### src/sv/phr_pkg.sv
// Types, codes and saturation helper for the hit-and-run step block
`timescale 1ns / 1ps
package phr_pkg;

  // Request opcodes
  localparam logic [2:0] OP_WR_COEF  = 3'd0;
  localparam logic [2:0] OP_WR_BOUND = 3'd1;
  localparam logic [2:0] OP_WR_POINT = 3'd2;
  localparam logic [2:0] OP_DIR      = 3'd3;
  localparam logic [2:0] OP_MEMBER   = 3'd4;

  // Result error codes
  localparam logic [1:0] ERR_NONE      = 2'd0;
  localparam logic [1:0] ERR_UNBOUNDED = 2'd1;
  localparam logic [1:0] ERR_EMPTY     = 2'd2;

  // Result kinds
  localparam logic KIND_POINT  = 1'b0;
  localparam logic KIND_MEMBER = 1'b1;

  // Configuration register indexes
  localparam logic [1:0] CFG_FACE_COUNT = 2'd0;
  localparam logic [1:0] CFG_DIM        = 2'd1;

  // Quotient bits produced by the serial divider
  localparam int DIV_STEPS = 48;

  typedef struct packed {
    logic [2:0]         op;
    logic [4:0]         face_index;
    logic [2:0]         coord_index;
    logic signed [31:0] value;
    logic [15:0]        theta_fraction;
    logic               final_step;
  } phr_req_t;

  typedef struct packed {
    logic               kind;
    logic [2:0]         out_coord;
    logic signed [31:0] coord_value;
    logic               in_set;
    logic [1:0]         error;
    logic               last_result;
  } phr_res_t;

  // Clamp a signed wide value to signed 32 bits
  function automatic logic signed [31:0] sat32(input logic signed [71:0] v);
    logic signed [31:0] r;
    if (v > 72'sh0_0000_0000_7fff_ffff) begin
      r = 32'sh7fff_ffff;
    end else if (v < -72'sh0_0000_0000_8000_0000) begin
      r = 32'sh8000_0000;
    end else begin
      r = v[31:0];
    end
    return r;
  endfunction

endpackage

### src/sv/phr_divider.sv
// Serial signed divider: saturated trunc(slack * 2^16 / rate), one bit a cycle
`timescale 1ns / 1ps
module phr_divider (
  input  logic               clk,
  input  logic               rst_n,
  input  logic               start,
  input  logic signed [31:0] slack,
  input  logic signed [31:0] rate,
  output logic               done,
  output logic signed [31:0] quot
);
  import phr_pkg::*;

  localparam logic [5:0] LAST_STEP = 6'(DIV_STEPS - 1);

  logic        run_r;
  logic [5:0]  cnt_r;
  logic [31:0] rem_r;
  logic [47:0] num_r;
  logic [47:0] qmag_r;
  logic [31:0] den_r;
  logic        neg_r;
  logic        done_r;
  logic signed [31:0] quot_r;

  logic [32:0] shifted;
  logic        ge;
  logic [31:0] rem_nxt;
  logic [47:0] qmag_nxt;
  logic [31:0] slack_mag;
  logic [31:0] rate_mag;
  logic signed [31:0] quot_nxt;

  // Magnitudes of the operands
  assign slack_mag = slack[31] ? 32'(-slack) : 32'(slack);
  assign rate_mag  = rate[31]  ? 32'(-rate)  : 32'(rate);

  // One restoring step
  always_comb begin
    shifted  = {rem_r, num_r[47]};
    ge       = shifted >= {1'b0, den_r};
    rem_nxt  = ge ? 32'(shifted - {1'b0, den_r}) : shifted[31:0];
    qmag_nxt = {qmag_r[46:0], ge};
  end

  // Apply sign and saturate the finished quotient
  always_comb begin
    if (neg_r) begin
      quot_nxt = (qmag_nxt > 48'h0000_8000_0000) ? 32'sh8000_0000 : 32'(-qmag_nxt[31:0]);
    end else begin
      quot_nxt = (qmag_nxt > 48'h0000_7fff_ffff) ? 32'sh7fff_ffff : 32'(qmag_nxt[31:0]);
    end
  end

  // Step control
  always_ff @(posedge clk) begin
    if (!rst_n) begin
      run_r  <= 1'b0;
      cnt_r  <= '0;
      done_r <= 1'b0;
    end else begin
      done_r <= 1'b0;
      if (start) begin
        run_r <= 1'b1;
        cnt_r <= '0;
      end else if (run_r) begin
        cnt_r <= cnt_r + 6'd1;
        if (cnt_r == LAST_STEP) begin
          run_r  <= 1'b0;
          done_r <= 1'b1;
        end
      end
    end
  end

  // Datapath registers
  always_ff @(posedge clk) begin
    if (start) begin
      rem_r  <= '0;
      num_r  <= {slack_mag, 16'h0000};
      qmag_r <= '0;
      den_r  <= rate_mag;
      neg_r  <= slack[31] ^ rate[31];
    end else if (run_r) begin
      rem_r  <= rem_nxt;
      num_r  <= {num_r[46:0], 1'b0};
      qmag_r <= qmag_nxt;
      if (cnt_r == LAST_STEP) begin
        quot_r <= quot_nxt;
      end
    end
  end

  assign done = done_r;
  assign quot = quot_r;

endmodule

### config.mk
export PLATFORM = sky130hd
export DESIGN_NAME = phr_divider
export DESIGN_NICKNAME = d
export VERILOG_FILES = /design/src/sv/phr_pkg.sv /design/src/sv/phr_divider.sv
export SDC_FILE = /design/constraint.sdc
export NUM_CORES = 1
export LEC_CHECK = 0
export ABC_AREA = 0
export ABC_CLOCK_PERIOD_IN_PS = 3940
export BUFFER_PORTS_ARGS = -buffer_cell sky130_fd_sc_hd__buf_2
export CAP_MARGIN = 20
export CORE_MARGIN = 4
export CORE_UTILIZATION = 50
export CTS_BUF_LIST = sky130_fd_sc_hd__clkbuf_2 sky130_fd_sc_hd__clkbuf_4 sky130_fd_sc_hd__clkbuf_8
export DETAILED_ROUTE_END_ITERATION = 8
export PLACE_DENSITY = 0.72
export SYNTH_ARGS = -nofsm -noshare
export SYNTH_HDL_FRONTEND = slang
export SYNTH_SLANG_ARGS = --single-unit
### constraint.sdc
create_clock -name clk -period 3.94 [get_ports clk]
set_input_delay 0.197 -clock clk [delete_from_list [all_inputs] [get_ports clk]]
set_output_delay 0.197 -clock clk [all_outputs]
set_load 0.05 [all_outputs]
* After elaboration in Yosys (flattened, before gate mapping)
Cells that the tools add are included.
Storage, ports and cells: input port bits 67, register bits 184, output and inout bits 33
Operators by class: reductions and logical operators 4, multiplexer cells 12, $lt $le $gt $ge 3, equality and inequality tests 1, $add $sub $neg 5, bitwise logic cells 4
Operators with widths (number):
- two-way mux 32 bit | 5
- two-way mux 48 bit | 2
- negation 32 bit | 3
- greater-than comparator 48 x 31 -> 1 bit (second input constant) | 1
- greater-than comparator 48 x 32 -> 1 bit (second input constant) | 1
- greater-or-equal comparator 33 x 32 -> 1 bit | 1
- subtractor 32 bit | 1
- two-way mux 31 bit | 1
- adder 6 x 1 -> 6 bit (second input constant) | 1
- equality test 6 bit (second input constant) | 1
- two-way mux 1 bit | 4
- inverter 1 bit | 3
- AND reduction 3 bit | 1
- OR reduction 3 bit | 1
- nonzero test 2 bit | 1
- OR reduction 2 bit | 1
- bitwise XOR 1 bit | 1

* Longest topological paths before layout
depth in word-level cells 4, gate-level depth with buffers 21, mapped depth without buffers 17

* Worst setup path before layout
Ideal clock, no wire load.
kind register to register, from reg den_r[14], to reg quot_r[31] (netlist: quot[31]), data pin, cell stages (with the launch flop) 20, arrival 3786 ps, path buffers 4, path slack -124 ps, library setup time 278 ps, cell sequence edfxtp_1 -> inv_1 -> ha_1 -> clkbuf_1 -> a21o_1 -> a221oi_1 -> o211ai_1 -> a211oi_1 -> a21oi_1 -> o32ai_4 -> buf_2 -> buf_2 -> ha_1 -> nand4b_1 -> nor4_4 -> nand4b_1 -> a21o_1 -> buf_2 -> nor4_1 -> a311oi_1
On the way: cells in the longest elaborated chain, start to end 4
Ends and longest elaborated chain:
- start, declared | line phr_divider.sv:21 | logic [31:0] den_r;
- start signal, assigned | line phr_divider.sv:82 | den_r <= rate_mag;
- greater-or-equal comparator 33 x 32 -> 1 bit * | line phr_divider.sv:41 | ge = shifted >= {1'b0, den_r};
- greater-than comparator 48 x 31 -> 1 bit, or another cell as far along | line phr_divider.sv:51 | quot_nxt = (qmag_nxt > 48'h0000_7fff_ffff) ? 32'sh7fff_ffff : 32'(qmag_nxt[31:0]);
- two-way mux 32 bit (on tied branches) | line phr_divider.sv:51, phr_divider.sv:49
- two-way mux 32 bit * | line phr_divider.sv:48 | if (neg_r) begin
- via quot_nxt[31] | line phr_divider.sv:32 | logic signed [31:0] quot_nxt;
- end signal, assigned | line phr_divider.sv:89 | quot_r <= quot_nxt;
- end, declared | line phr_divider.sv:24 | logic signed [31:0] quot_r;
The timed path passes the listed nets; every way through them passes the cells marked *. A chain may end at the register's enable or synchronous reset.

* Worst setup path after layout
from reg den_r[15], to reg quot_r[6] (netlist: quot[6]), data pin
Same word-level chain as after synthesis.

==> out/qor.csv <==
stage,metric,value,unit
global_route,all-layer global routing usage,20.0,%
yosys,synthesized area,10800,um^2
place,port bufs,99,
yosys,Mapped Nets,1287,
layout,synth-to-layout area growth,13.6,%
clock_tree,Root Driver,clkbuf_8,
place,Placed Area,11600,um^2
power_and_ir_drop,PwrDens,393,nW/um^2
yosys,Post-synth EDFFs,97,
yosys,YS warnings,0,
power_and_ir_drop,total power,4.84,mW
setup_path,Critical Path RT,4.23,ns
clock_tree,CTS tree,done,
die,die area,24100,um^2
detailed_routing,Iter 0 DRT Violations,632,
outcome,status,finished clean,
timing,Slew headroom,34.7,%
yosys,Syn Inst Count,1183,
timing,Slew Limit Fails,0,
die,Die W,155,um
timing,Tcrit/Tclk final,99.5,%
setup_path,CP endpoint kind,flop,
timing,setup_tns,0,ns
die,num rows,53,
power_and_ir_drop,Max VDD drop,0.000237,V
detailed_routing,Via density,5.80,
clock_tree,worst skew pair latency,0.48,ns
timing,RSZ-0062 raised after global routing,yes,
global_route,largest net degree at the start of global routing,83,
layout,# diodes,0,
yosys,ys flop type,edfxtp_1,
detailed_routing,ANT nets after route,0,
layout,"commonest non-fill, non-tap cells in the layout","nor2_1 (163), buf_2 (98), edfxtp_1 (97)",
setup_path,Critical Path Start Type,flop,
global_route,first-pass GRT wire length,40.5,mm
global_route,gr ovfl total,0,
power_and_ir_drop,leakage,4.94,nW
yosys,Synth cell types,79,
yosys,synth top area cells,"edfxtp_1 (27%), dfxtp_1 (16%), nor2_1 (5.7%)",
detailed_routing,Remaining DRCs,0,
global_route,antenna violations before repair,0,
place,routability-driven placement congestion ratio,0.911,
place,DP HPWL,16.8,mm
place,placed insts,1515,
setup_path,CP max FO,6,
setup_path,Setup Crit Path Kind,reg -> reg,
detailed_routing,Routed wire per std cell,15.8,um
layout,fin cells,1557,
clock_tree,Clock Tree Buf Depth,2,
detailed_routing,routed wire length,24.5,mm
timing,Worst-Margin Slew,0.979,ns
layout,"leading cell type in the layout, fill and taps excluded",nor2_1,
yosys,Synth top area share,26.9,%
yosys,#FFs+latches synth,184,
min_path,Hold Path Class,in -> reg,
detailed_routing,DRT Pass-1 Iters,6,
clock_tree,Inserted Clock Buffers,17,
die,die height,155,um
die,IO Pins,100,
timing,"Hold Vio Cnt, Final",0,
yosys,mean area per synthesized cell,9.16,um^2
timing,Setup Viol. Count Final,0,
yosys,"FFs w/ async S/R, synth",0,%
yosys,Synth area leader,edfxtp_1,
clock_tree,H-tree depth,4,
timing,min cycle time layout,3.92,ns
die,Initial Utilization,51.2,%
setup_path,CP arrival,4.21,ns
yosys,register area share after synthesis,43.0,%
global_route,vias in the first global route,8398,
die,core area,21200,um^2
layout,final instance area,12300,um^2
timing,Clock Skews,0.0126,ns
flow_run,MaxCap Viol Count,0,
detailed_routing,DR vias,9027,
clock_tree,clock transition at the registers of the reported paths,0.10,ns
layout,layout cells sized above 1,17.2,%
layout,layout net count,1373,
clock_tree,Sinks on Clock Net,184,
timing,f_max,255,MHz
-- final cells by class --
cell class                      instances  area (um^2)
Clock inverter                         14          194
Clock buffer                           18          248
Tap cell                              275          344
Sequential cell                       184         4660
Fill cell                            1811         8850
Inverter                               60          229
Timing Repair Buffer                  130          768
Multi-Input combinational cell        876         5860
-- registers in the layout, indices dropped and copies added, names as in the netlist --
| name | flops |
|---|---|
| num_r | 32 |
| quot | 32 |
| neg_r | 1 |
| rem_r | 32 |
| qmag_r | 47 |
| den_r | 32 |
| run_r | 1 |
| done | 1 |
| cnt_r | 6 |
-- cell families after synthesis --
kind of cell,Yosys count,synth area share [%]
AO/OA/AOI/OAI,301,18.5
adder cells (fa/ha/maj),37,4.34
buffers and inverters,123,4.41
flip-flops,184,43.0
multiplexers,60,5.58
AND/OR/NAND/NOR,394,17.4
XOR/XNOR,84,6.79
-- worst max-delay path, cell delays in order (launching register included) --
cell	delay (ns)
edfxtp_1	0.37
inv_1	0.12
ha_4	0.22
and2_4	0.17
a221oi_4	0.25
o211ai_1	0.17
a211oi_2	0.21
a21oi_2	0.11
o32ai_4	0.17
ha_2	0.26
nand4b_1	0.21
nor4_4	0.32
nand4b_1	0.19
a21oi_2	0.28
nand2_2	0.17
clkbuf_16	0.27
o311ai_1	0.25
-- per-stage QoR --
stage               hold WS [ns]  worst slack, ns  util [%]
floorplan                  0.296           0.0214         -
global placement           0.430            0.206      54.8
detailed placement         0.431           0.0262      54.8
CTS                      0.00296           0.0269      57.0
global route             0.00509           -0.199      58.1
finish                    0.0240           0.0215      58.1
-- worst paths after layout --
check / from / cells past startpoint / end / slack, ns
max reg2reg: den_r[15] / 16 / quot[6] / 0.02
max: den_r[15] / 16 / quot[6] / 0.02
min reg2reg: cnt_r[5] / 2 / cnt_r[5] / 0.50
min: rate[30] / 2 / den_r[30] / 0.02
-- timing repair --
item / in CTS / in global routing
cloned: 0 / 1
pin swaps: 2 / 30
hold buffers: 2 / 0
resized for setup: 2 / 31
buffers inserted: 1 / 6
hold endpoints to repair: 3 / 0
setup endpoints to repair: 15 / 26
-- cells in the mapped netlist (8+ instances only) --
master,instances
a211oi_1,29
a21o_1,8
a21oi_1,100
and2_1,8
clkbuf_1,48
dfxtp_1,87
edfxtp_1,97
ha_1,36
inv_1,55
mux2i_1,57
nand2_1,82
nand2b_1,14
nand3_1,19
nand4_1,15
nor2_1,165
nor3_1,16
nor4_1,14
o21ai_0,37
o21ai_1,13
o31ai_1,20
o41ai_1,9
or3_1,13
xnor2_1,45
xor2_1,39
-- layer usage --
layer	wire length, um	GRT usage [%]	up-vias
li1	-	-	4489
met1	11200	27.1	4231
met2	11700	33.2	275
met3	1340	3.42	32
met4	312	5.75	0
met5	0	0	-
-- report_power, final --
part	switching [mW]	internal, mW
Sequential	0.0723	2.15
Combinational	0.694	0.501
Clock	0.702	0.714
Total	1.47	3.37
Note: power is estimated with default switching activity, not from simulation.
